===== src/archive_metadata_record_parser_macros.svh =====
// assertion macros used by the archive metadata parser rtl
`ifndef ARCHIVE_METADATA_RECORD_PARSER_MACROS_SVH
`define ARCHIVE_METADATA_RECORD_PARSER_MACROS_SVH

// expression must hold at every clock edge out of reset
`define AMRP_ASSERT_ALWAYS(label, expr, msg) \
  label: assert property (@(posedge clk) disable iff (rst) (expr)) else $error(msg);

// consequent must hold in the cycle after the antecedent
`define AMRP_ASSERT_NEXT(label, ante, cons, msg) \
  label: assert property (@(posedge clk) disable iff (rst) (ante) |=> (cons)) else $error(msg);

`endif


===== src/amrp_pkg.sv =====
// types and constants of the archive metadata record parser
`default_nettype none

package amrp_pkg;

  localparam int SIZE_BITS = 32;

  localparam logic [31:0] HDR_MAGIC   = 32'h3141_4541;
  localparam logic [31:0] HDR_VERSION = 32'h0000_0001;

  // header byte positions that close a word
  localparam logic [3:0] HDR_MAGIC_LAST   = 4'd3;
  localparam logic [3:0] HDR_VERSION_LAST = 4'd7;
  localparam logic [3:0] HDR_SIZE_LAST    = 4'd11;

  localparam logic [1:0] LEN_LAST_BYTE = 2'd3;
  localparam logic [31:0] LEN_FIELD_BYTES = 32'd4;

  localparam logic [7:0] CHAR_NUL       = 8'h00;
  localparam logic [7:0] CHAR_QUOTE     = 8'h22;
  localparam logic [7:0] CHAR_BACKSLASH = 8'h5C;
  localparam logic [7:0] CHAR_PRINT_LO  = 8'h20;
  localparam logic [7:0] CHAR_PRINT_HI  = 8'h7E;

  typedef enum logic [2:0] {
    PH_HEADER = 3'd0,
    PH_LENGTH = 3'd1,
    PH_NAME   = 3'd2,
    PH_VALUE  = 3'd3,
    PH_DONE   = 3'd4,
    PH_HALT   = 3'd5
  } phase_t;

  typedef enum logic [2:0] {
    ROLE_HEADER = 3'd0,
    ROLE_LENGTH = 3'd1,
    ROLE_NAME   = 3'd2,
    ROLE_NUL    = 3'd3,
    ROLE_VALUE  = 3'd4,
    ROLE_BEYOND = 3'd5
  } role_t;

  typedef enum logic [3:0] {
    ERR_NONE      = 4'd0,
    ERR_HEADER    = 4'd1,
    ERR_NO_ROOM   = 4'd2,
    ERR_LEN_SHORT = 4'd3,
    ERR_OVERRUN   = 4'd4,
    ERR_UNTERM    = 4'd5,
    ERR_BAD_NAME  = 4'd6,
    ERR_BAD_VALUE = 4'd7,
    ERR_TRUNC     = 4'd8
  } err_t;

endpackage

`default_nettype wire


===== src/archive_metadata_record_parser.sv =====
// archive metadata record parser: header check, record split, per-byte tagging
//
// usage:
//   s_* carries one archive byte per beat: tdata = data byte, tuser = start
//   of a new file (restarts parsing, clears the error), tlast = last byte.
//   m_* returns one beat per input beat with the byte, its role, the record
//   end mark in tlast, the json escape flag, the sticky error code and the
//   metadata done flag.
//   cfg_* writes check_printable (bit 0 of cfg_data); always ready. the user
//   must write it only while no beat is in flight; the block does not enforce it.
// timing:
//   the output beat is registered, in the cycle after its input beat; one
//   beat per cycle sustained while m_tready is high. the parse state and
//   the result are updated in the same edge from the incoming byte, through
//   one 32-bit compare and subtract level on the size and record counters.
// reset:
//   rst (synchronous) returns the parser to header phase with no error,
//   empties the output register and sets check_printable to 1.
// stall:
//   the output register is a single stage; s_tready drops only while it is
//   full and m_tready is low, and rises again in the cycle it is taken.
`default_nettype none

module archive_metadata_record_parser (
  input  wire         clk,
  input  wire         rst,
  // input beats
  input  wire         s_tvalid,
  output logic        s_tready,
  input  wire  [7:0]  s_tdata,   // [7:0] data_byte
  input  wire         s_tuser,   // [0] file_start
  input  wire         s_tlast,   // file_end
  // result beats
  output logic        m_tvalid,
  input  wire         m_tready,
  output logic [15:0] m_tdata,   // [7:0] byte_out, [10:8] role, [14:11] error_code
  output logic [1:0]  m_tuser,   // [0] needs_escape, [1] metadata_done
  output logic        m_tlast,   // record_last
  // configuration
  input  wire         cfg_valid,
  output logic        cfg_ready,
  input  wire         cfg_data
);

  import amrp_pkg::*;

  // parse state
  phase_t      phase, phase_next;
  logic [3:0]  hdr_count, hdr_count_next;
  logic [23:0] asm_word, asm_word_next;     // last three bytes, oldest low
  logic [31:0] meta_left, meta_left_next;   // metadata bytes not yet seen
  logic [31:0] rec_left, rec_left_next;     // record bytes after the length
  logic [1:0]  len_count, len_count_next;
  err_t        sticky_error, sticky_error_next;
  logic        check_printable;

  // state as seen by this beat (file start clears it first)
  phase_t      cur_phase;
  logic [3:0]  cur_hdr;
  logic [23:0] cur_asm;
  logic [31:0] cur_meta;
  logic [31:0] cur_rec;
  logic [1:0]  cur_len;
  err_t        cur_err;

  logic        accept;
  logic [7:0]  b;
  logic [31:0] word;
  logic [31:0] avail;
  logic        len_done, len_short, len_over, is_quote, is_print, size_big;
  logic        raise;
  err_t        raise_code;

  // result fields
  role_t       role;
  logic        rec_last;
  logic        esc;

  assign accept    = s_tvalid && s_tready;
  assign s_tready  = !m_tvalid || m_tready;
  assign cfg_ready = 1'b1;

  assign b = s_tdata;

  always_comb begin
    if (s_tuser) begin
      cur_phase = PH_HEADER;
      cur_hdr   = '0;
      cur_asm   = '0;
      cur_meta  = '0;
      cur_rec   = '0;
      cur_len   = '0;
      cur_err   = ERR_NONE;
    end else begin
      cur_phase = phase;
      cur_hdr   = hdr_count;
      cur_asm   = asm_word;
      cur_meta  = meta_left;
      cur_rec   = rec_left;
      cur_len   = len_count;
      cur_err   = sticky_error;
    end
  end

  // shared decode of the byte and the counters
  assign word      = {b, cur_asm};
  assign avail     = cur_meta + 32'd3;
  assign len_done  = (cur_len == LEN_LAST_BYTE);
  assign len_short = (word < LEN_FIELD_BYTES);
  assign len_over  = (word > avail);
  assign is_quote  = (b == CHAR_QUOTE) || (b == CHAR_BACKSLASH);
  assign is_print  = (b >= CHAR_PRINT_LO) && (b <= CHAR_PRINT_HI);
  assign size_big  = (SIZE_BITS < 32) && ((word >> SIZE_BITS) != 32'd0);

  // next state
  always_comb begin
    phase_next     = cur_phase;
    hdr_count_next = cur_hdr;
    asm_word_next  = cur_asm;
    meta_left_next = cur_meta;
    rec_left_next  = cur_rec;
    len_count_next = cur_len;
    raise          = 1'b0;
    raise_code     = ERR_NONE;

    unique case (cur_phase)
      PH_HEADER: begin
        asm_word_next  = word[31:8];
        hdr_count_next = cur_hdr + 4'd1;
        if (cur_hdr == HDR_MAGIC_LAST && word != HDR_MAGIC) begin
          raise      = 1'b1;
          raise_code = ERR_HEADER;
        end else if (cur_hdr == HDR_VERSION_LAST && word != HDR_VERSION) begin
          raise      = 1'b1;
          raise_code = ERR_HEADER;
        end else if (cur_hdr == HDR_SIZE_LAST) begin
          if (size_big) begin
            raise      = 1'b1;
            raise_code = ERR_HEADER;
          end else begin
            meta_left_next = word;
            len_count_next = '0;
            phase_next     = (word == 32'd0) ? PH_DONE : PH_LENGTH;
          end
        end
      end
      PH_LENGTH: begin
        if (cur_len == 2'd0 && cur_meta < LEN_FIELD_BYTES) begin
          raise      = 1'b1;
          raise_code = ERR_NO_ROOM;
        end else begin
          asm_word_next = word[31:8];
          if (len_done) begin
            if (len_short) begin
              raise      = 1'b1;
              raise_code = ERR_LEN_SHORT;
            end else if (len_over) begin
              raise      = 1'b1;
              raise_code = ERR_OVERRUN;
            end else begin
              rec_left_next = word - LEN_FIELD_BYTES;
              if (word == LEN_FIELD_BYTES) begin
                raise      = 1'b1;
                raise_code = ERR_UNTERM;
              end else begin
                phase_next = PH_NAME;
              end
            end
          end
          len_count_next = cur_len + 2'd1;
          meta_left_next = cur_meta - 32'd1;
        end
      end
      PH_NAME: begin
        meta_left_next = cur_meta - 32'd1;
        rec_left_next  = cur_rec - 32'd1;
        if (b == CHAR_NUL) begin
          if (cur_rec == 32'd1) begin
            len_count_next = '0;
            phase_next     = (cur_meta == 32'd1) ? PH_DONE : PH_LENGTH;
          end else begin
            phase_next = PH_VALUE;
          end
        end else if (cur_rec == 32'd1) begin
          raise      = 1'b1;
          raise_code = ERR_UNTERM;
        end else if (check_printable && !is_print) begin
          raise      = 1'b1;
          raise_code = ERR_BAD_NAME;
        end
      end
      PH_VALUE: begin
        meta_left_next = cur_meta - 32'd1;
        rec_left_next  = cur_rec - 32'd1;
        if (check_printable && !is_print) begin
          raise      = 1'b1;
          raise_code = ERR_BAD_VALUE;
        end else if (cur_rec == 32'd1) begin
          len_count_next = '0;
          phase_next     = (cur_meta == 32'd1) ? PH_DONE : PH_LENGTH;
        end
      end
      default: begin
      end
    endcase

    if (raise) begin
      phase_next = PH_HALT;
    end
    // end of file while header or metadata is still open
    if (s_tlast && !raise && phase_next != PH_DONE && phase_next != PH_HALT) begin
      raise      = 1'b1;
      raise_code = ERR_TRUNC;
      phase_next = PH_HALT;
    end

    sticky_error_next = (raise && cur_err == ERR_NONE) ? raise_code : cur_err;
  end

  // per-byte result fields
  always_comb begin
    role     = ROLE_BEYOND;
    rec_last = 1'b0;
    esc      = 1'b0;
    unique case (cur_phase)
      PH_HEADER: role = ROLE_HEADER;
      PH_LENGTH: begin
        role     = ROLE_LENGTH;
        rec_last = (cur_len != 2'd0 || cur_meta >= LEN_FIELD_BYTES) && len_done &&
                   !len_over && (word == LEN_FIELD_BYTES);
      end
      PH_NAME: begin
        role     = (b == CHAR_NUL) ? ROLE_NUL : ROLE_NAME;
        rec_last = (cur_rec == 32'd1);
        esc      = is_quote;
      end
      PH_VALUE: begin
        role     = ROLE_VALUE;
        rec_last = (cur_rec == 32'd1);
        esc      = is_quote;
      end
      default: begin
      end
    endcase
  end

  // state registers
  always_ff @(posedge clk) begin
    if (rst) begin
      phase        <= PH_HEADER;
      hdr_count    <= '0;
      asm_word     <= '0;
      meta_left    <= '0;
      rec_left     <= '0;
      len_count    <= '0;
      sticky_error <= ERR_NONE;
    end else if (accept) begin
      phase        <= phase_next;
      hdr_count    <= hdr_count_next;
      asm_word     <= asm_word_next;
      meta_left    <= meta_left_next;
      rec_left     <= rec_left_next;
      len_count    <= len_count_next;
      sticky_error <= sticky_error_next;
    end
  end

  always_ff @(posedge clk) begin
    if (rst) begin
      check_printable <= 1'b1;
    end else if (cfg_valid && cfg_ready) begin
      check_printable <= cfg_data;
    end
  end

  // output register
  always_ff @(posedge clk) begin
    if (rst) begin
      m_tvalid <= 1'b0;
    end else if (accept) begin
      m_tvalid <= 1'b1;
    end else if (m_tready) begin
      m_tvalid <= 1'b0;
    end
  end

  always_ff @(posedge clk) begin
    if (accept) begin
      m_tdata <= {1'b0, sticky_error_next, role, b};
      m_tuser <= {(phase_next == PH_DONE) && (sticky_error_next == ERR_NONE), esc};
      m_tlast <= rec_last;
    end
  end

`include "archive_metadata_record_parser_macros.svh"

  `AMRP_ASSERT_ALWAYS(a_halt_has_error, (phase == PH_HALT) == (sticky_error != ERR_NONE), "halt phase and sticky error disagree")
  `AMRP_ASSERT_ALWAYS(a_hdr_count_range, (phase != PH_HEADER) || (hdr_count <= HDR_SIZE_LAST), "header count past the size word")
  `AMRP_ASSERT_ALWAYS(a_header_no_meta, (phase != PH_HEADER) || (meta_left == 32'd0), "metadata count live during header")
  `AMRP_ASSERT_NEXT(a_accept_loads, accept, m_tvalid, "accepted beat did not reach the output register")

endmodule

`default_nettype wire


===== config.mk =====
export PLATFORM = sky130hd
export DESIGN_NAME = archive_metadata_record_parser
export DESIGN_NICKNAME = d
export VERILOG_FILES = /design/src/amrp_pkg.sv /design/src/archive_metadata_record_parser.sv
export VERILOG_INCLUDE_DIRS = /design/src /design/src/src
export SDC_FILE = /design/constraint.sdc
export NUM_CORES = 1
export LEC_CHECK = 0
export BUFFER_PORTS_ARGS = -buffer_cell sky130_fd_sc_hd__buf_2
export CORE_MARGIN = 4
export CORE_UTILIZATION = 64
export DETAILED_ROUTE_END_ITERATION = 7
export MAX_ROUTING_LAYER = met4
export PLACE_DENSITY = 0.82
export REMOVE_ABC_BUFFERS = 1
export SETUP_SLACK_MARGIN = 0.3
export SLEW_MARGIN = 10
export SYNTH_ARGS = -nofsm -noshare
export SYNTH_HDL_FRONTEND = slang
export SYNTH_SLANG_ARGS = --single-unit

===== constraint.sdc =====
create_clock -name clk -period 5.19 [get_ports clk]
set_input_delay 0.2595 -clock clk [delete_from_list [all_inputs] [get_ports clk]]
set_output_delay 0.2595 -clock clk [all_outputs]
set_load 0.05 [all_outputs]

# Word-level counts from Yosys, hierarchy flattened

Cells that the tools add are included.

Register bits: 121
Input bits: 16
Word-level logic and storage cells: 148

Add/subtract/negate cells: 6
$lt $le $gt $ge: 6
Eq/ne operators: 17
Multiplexer cells: 76
Reductions and logical operators: 30

Operators with widths:

| operator              | count |
|---|---|
| $mux 32               | 10 |
| $pmux 32 s3           | 1 |
| $mux 3                | 26 |
| $eq 32x1->1 const B   | 2 |
| $lt 32x3->1 const B   | 2 |
| $pmux 32 s2           | 1 |
| $sub 32x1->32 const B | 2 |
| $mux 24               | 2 |
| $pmux 24 s2           | 1 |
| $pmux 3 s4            | 3 |
| $add 32x2->32 const B | 1 |
| $eq 32x3->1 const B   | 1 |
| $ge 32x3->1 const B   | 1 |
| $gt 32x32->1          | 1 |
| $logic_not 32->1      | 1 |
| $ne 32x1->1 const B   | 1 |
| $ne 32x30->1 const B  | 1 |
| $sub 32x3->32 const B | 1 |
| $mux 4                | 5 |
| $mux 1                | 16 |
| $mux 2                | 8 |
| $logic_and 1x1->1     | 14 |
| $eq 8x6->1 const B    | 1 |
| $eq 8x7->1 const B    | 1 |
| other kinds (23)      | 32 |

# Depth between registers and ports, before layout

Depth after elaboration: 17
Gate-level depth with buffers: 22
Depth with buffers taken out: 17

# Least setup slack after synthesis

No wires, ideal clock.

Path type: reg-to-reg
Start point: register meta_left[3]
End point: register rec_left[4]
Library setup time: 0.170 ns
Arrival: 4.496 ns
Slack: 0.524 ns
Cell stages (with the launch flop): 21
Buffers on the path: 3
Cell sequence: dfxtp_1 -> clkbuf_1 -> o2111a_1 -> nand4_1 -> nor3_1 -> nand4_1 -> nor3_1 -> nand2_1 -> xnor2_1 -> nand2_1 -> ha_1 -> nand4_1 -> or4_1 -> nand3b_1 -> a21boi_1 -> nor3_4 -> buf_2 -> buf_2 -> nand2_1 -> o211ai_1 -> a31oi_1

Cells in the longest elaborated chain, start to end: 8
Elaborated cells on any way between the ends: 10
Those cells by class: add/sub: 1; order compare: 2; mux: 6; reduce/logical: 1

RTL lines:

| what                     | RTL line                              | source |
|---|---|---|
| start: declaration       | archive_metadata_record_parser.sv:51  | `logic [31:0] meta_left, meta_left_next;` |
| start signal: assignment | archive_metadata_record_parser.sv:261 | `meta_left <= meta_left_next;` |
| $mux 32 (*)              | archive_metadata_record_parser.sv:86  | `if (s_tuser) begin` |
| $add 32x2->32            | archive_metadata_record_parser.sv:107 | `assign avail = cur_meta + 32'd3;` |
| $gt 32x32->1             | archive_metadata_record_parser.sv:110 | `assign len_over = (word > avail);` |
| $mux 32                  | archive_metadata_record_parser.sv:157 | `end else if (len_over) begin` |
| $mux 32                  | archive_metadata_record_parser.sv:154 | `if (len_short) begin` |
| $mux 32                  | archive_metadata_record_parser.sv:153 | `if (len_done) begin` |
| $mux 32 (*)              | archive_metadata_record_parser.sv:148 | `if (cur_len == 2'd0 && cur_meta < LEN_FIELD_BYTES) begin` |
| $pmux 32 s2 (*)          | archive_metadata_record_parser.sv:126 | `unique case (cur_phase)` |
| end signal: assignment   | archive_metadata_record_parser.sv:262 | `rec_left <= rec_left_next;` |
| end: declaration         | archive_metadata_record_parser.sv:52  | `logic [31:0] rec_left, rec_left_next;` |

Every way passes the cells marked *; elsewhere a longest branch is shown, timed or not.
A chain may end at the register's enable or synchronous reset.

# Worst setup path after layout

Start point: register meta_left[1]
End point: register rec_left[27]

The elaborated chain is that of the path after synthesis.

==> results.md <==
- Status: finished, final reports clean
- Core box area: 0.01470 mm2
- Hold Path Class: input port to flip-flop
- Die X: 131.0 um
- TritonRoute pass-1 iters: 6
- Total Power: 2.853 mW
- Gate Count Post-Synth: 1307
- Max IR drop VDD: 0.2309 mV
- CP most frequent cell: nand4_1
- Gr ovfl total: 0
- Post-DRT Antenna Nets: 0
- Final wirelength: 33.83 mm
- Yosys top cell area share: 21.29%
- Register area share after synthesis: 26.87%
- Yosys top cell by area: dfxtp_1
- Async S/R FF share, synth: 0%
- Clock sinks: 121
- Startpoint types: flip-flop
- Largest net degree at the start of global routing: 150
- Starting Density: 65.89%
- Max Cap Violations: 0
- Pwr dens: 267.1 mW/mm2
- Fraction of layout cells with a size suffix above 1: 11.55%
- Synth Register Bits: 121
- H-tree depth reported by CTS: 4
- Worst-path maximum fanout: 5
- Buffers & Inverters on Critical Path: 3
- DP HPWL: 23.27 mm
- Fmax: 0.2164 GHz
- DIE AREA: 0.01717 mm2
- Vias: 10710
- Largest cells by area after synthesis: dfxtp_1 (21%), o21ai_0 (6.1%), nor2_1 (5.7%), edfxtp_1 (5.6%), ha_1 (5.3%)
- Die height: 131.0 um
- Commonest cells post-synth: nor2_1 (148), nand2_1 (126), o21ai_0 (119)
- RSZ-0062 raised after global routing: false
- Worst Skew: 0.01108 ns
- RePlAce Congestion: 1.004
- First-pass GRT wire length: 51.98 mm
- PnR worst setup slack: 0.5699 ns
- Fillcell total: 1215
- Period utilization: 89.02%
- Ports: 38
- Residual DRC: 0
- Setup CP Type: flip-flop to flip-flop
- Worst EP arrival: 4.90 ns
- Number of global-route vias before repair: 9462
- CP max stage delay: 0.49 ns
- CTS root buffer: clkbuf_16
- CTS tree: built
- Worst-path clk slew: 0.06 ns
- Final Util: 72.67%
- # nets final: 1360
- Min Hold Slack: 0.04987 ns
- CP max stage cell: or4_4
- Critical path endpoint category: flip-flop
- Initial antenna violation count: 0
- Syn Area/Cell: 7.411 um2
- Crit path max-delay family: simple AND/OR/NAND/NOR gates
- Worst-Skew Late Latency: 0.44 ns
- DR WL/cell: 22.55 um
- Setup WS pre-CTS: 0.1445 ns
- Synth warnings: 0
- Max Slew Vio Count: 0
- I/O Buffers: 35
- CP cell instances: o2111a_2, nand4_1, nor3_2, buf_4, nand4_1, buf_4, nor3_2, nand2_1, xnor2_1, nand2_1, ha_1, nand4_1, or4_4, nand3b_1, a21boi_4, nor3_4, buf_6, mux2_2, a211oi_2, a211oi_1
- Vias per cell: 7.137
- Top-count cell post-synth: nor2_1
- Number of synthesized flops with an enable pin: 18
- Slew margin rel.: 15.54%
- Tot GR Track Use: 40.12%
- Primary FF master, synth: dfxtp_1
- Core Rows: 44
- Initial drt markers: 1479
- Worst-Margin Slew: 1.250 ns
- Syn-to-layout area delta: 10.28%
- Largest buffer count on any clock path: 2
- Yosys cell types: 87
- Final Hold Vio Count: 0
- Final setup fails: 0
- Total CTS buffers: 17
- # diodes: 0
- Cell leakage power: 3.933 nW
- Worst Path Required: 5.47 ns
- Mapped cell area: 0.009686 mm2
- Tmin final: 4.620 ns
==> cells by family after synthesis <==
kind of cell / count (synthesis) / share of synthesized area (%)
AO/OA/AOI/OAI: 406 / 27.08
XOR/XNOR: 45 / 4.069
adder cells (fa/ha/maj): 41 / 5.296
buffers and inverters: 127 / 5.180
flip-flops: 121 / 26.87
multiplexers: 38 / 3.966
other: 2 / 0.07754
AND/OR/NAND/NOR: 527 / 27.46
==> placed cells by master, fill, tap and decap left out, types with 8 or more instances in the layout <==
cell,netlist,routed
a21oi_1,92,91
a41oi_1,10,10
o211ai_1,19,19
xnor2_1,33,33
nand2_1,126,126
edfxtp_1,18,18
buf_4,2,35
and3_1,9,9
buf_2,12,34
or2_2,8,8
clkbuf_16,0,17
o21ai_0,119,119
a31oi_1,31,31
nand4_1,21,21
nand3_1,37,37
ha_1,41,40
nor4_1,28,28
and2_1,8,8
a32oi_1,10,10
xor2_1,12,12
dfxtp_1,103,99
or3_1,8,8
mux2i_1,35,35
or4_1,10,9
o31ai_1,8,8
nor2b_1,39,38
a211oi_1,11,9
nor2_1,148,147
a221oi_1,10,10
inv_1,30,29
nor3_1,40,37
==> worst paths after layout <==
path / startpoint / to / slack, ns / depth (start not counted)
setup / recovery: meta_left[1] / rec_left[27] / 0.57 / 20
setup reg to reg: meta_left[1] / rec_left[27] / 0.57 / 20
hold reg to reg: hdr_count[1] / hdr_count[1] / 0.49 / 2
hold / removal: cfg_data / check_printable / 0.05 / 3
==> through the flow <==
stage	setup TNS (ns)	cell area, um2	instances
2_1_floorplan	-0.7256	9300	1211
4_1_cts	0	10590	1497
3_3_place_gp	0	9977	1462
6_report	0	10680	1500
5_1_grt	0	10680	1500
3_5_place_dp	0	9977	1462
==> final cells by class <==
cell class                      count  area [um2]  share of cell area [%]
Sequential cell                   121        2608                   24.41
Clock inverter                     10       127.6                   1.195
Clock buffer                       22       444.2                   4.158
Tap cell                          184       230.2                   2.155
Timing Repair Buffer               73       490.5                   4.592
Multi-Input combinational cell   1059        6665                   62.40
Inverter                           31       116.4                   1.089
==> what timing repair did <==
| item | CTS | global route |
|---|---|---|
| endpoints found under the setup margin | 17 | 40 |
| hold buffers | 0 | 0 |
| setup buffers | 3 | 3 |
| resized for setup | 4 | 20 |
| pin swaps | 3 | 8 |
==> layer usage <==
layer	global-route usage (%)	part of all wire, %	up-vias
met5	-	0	-
met4	17.85	5.1	0
met3	9.959	11	145
met2	60.39	45	749
met1	50.97	38	4948
li1	-	-	4863
==> report_power, final <==
| part | internal (mW) | switching (mW) | leakage [nW] | total, mW |
|---|---|---|---|---|
| combinational | 0.187 | 0.406 | 2.64 | 0.593 |
| clock | 0.748 | 0.449 | 0.273 | 1.20 |
| sequential | 1.00 | 0.0633 | 1.02 | 1.06 |
==> worst min-delay path, cell delays in order <==
cell	delay, ns
buf_2	0.07
mux2i_1	0.05
nand2_1	0.06
==> sequential cells by signal (all words and copies together), names as in the netlist, 2 cells and up <==
| signal | flops |
|---|---|
| asm_word | 24 |
| hdr_count | 4 |
| len_count | 2 |
| m_tdata | 15 |
| m_tuser | 2 |
| meta_left | 32 |
| phase | 3 |
| rec_left | 32 |
| sticky_error | 4 |
Note: power is estimated with default switching activity, not from simulation.
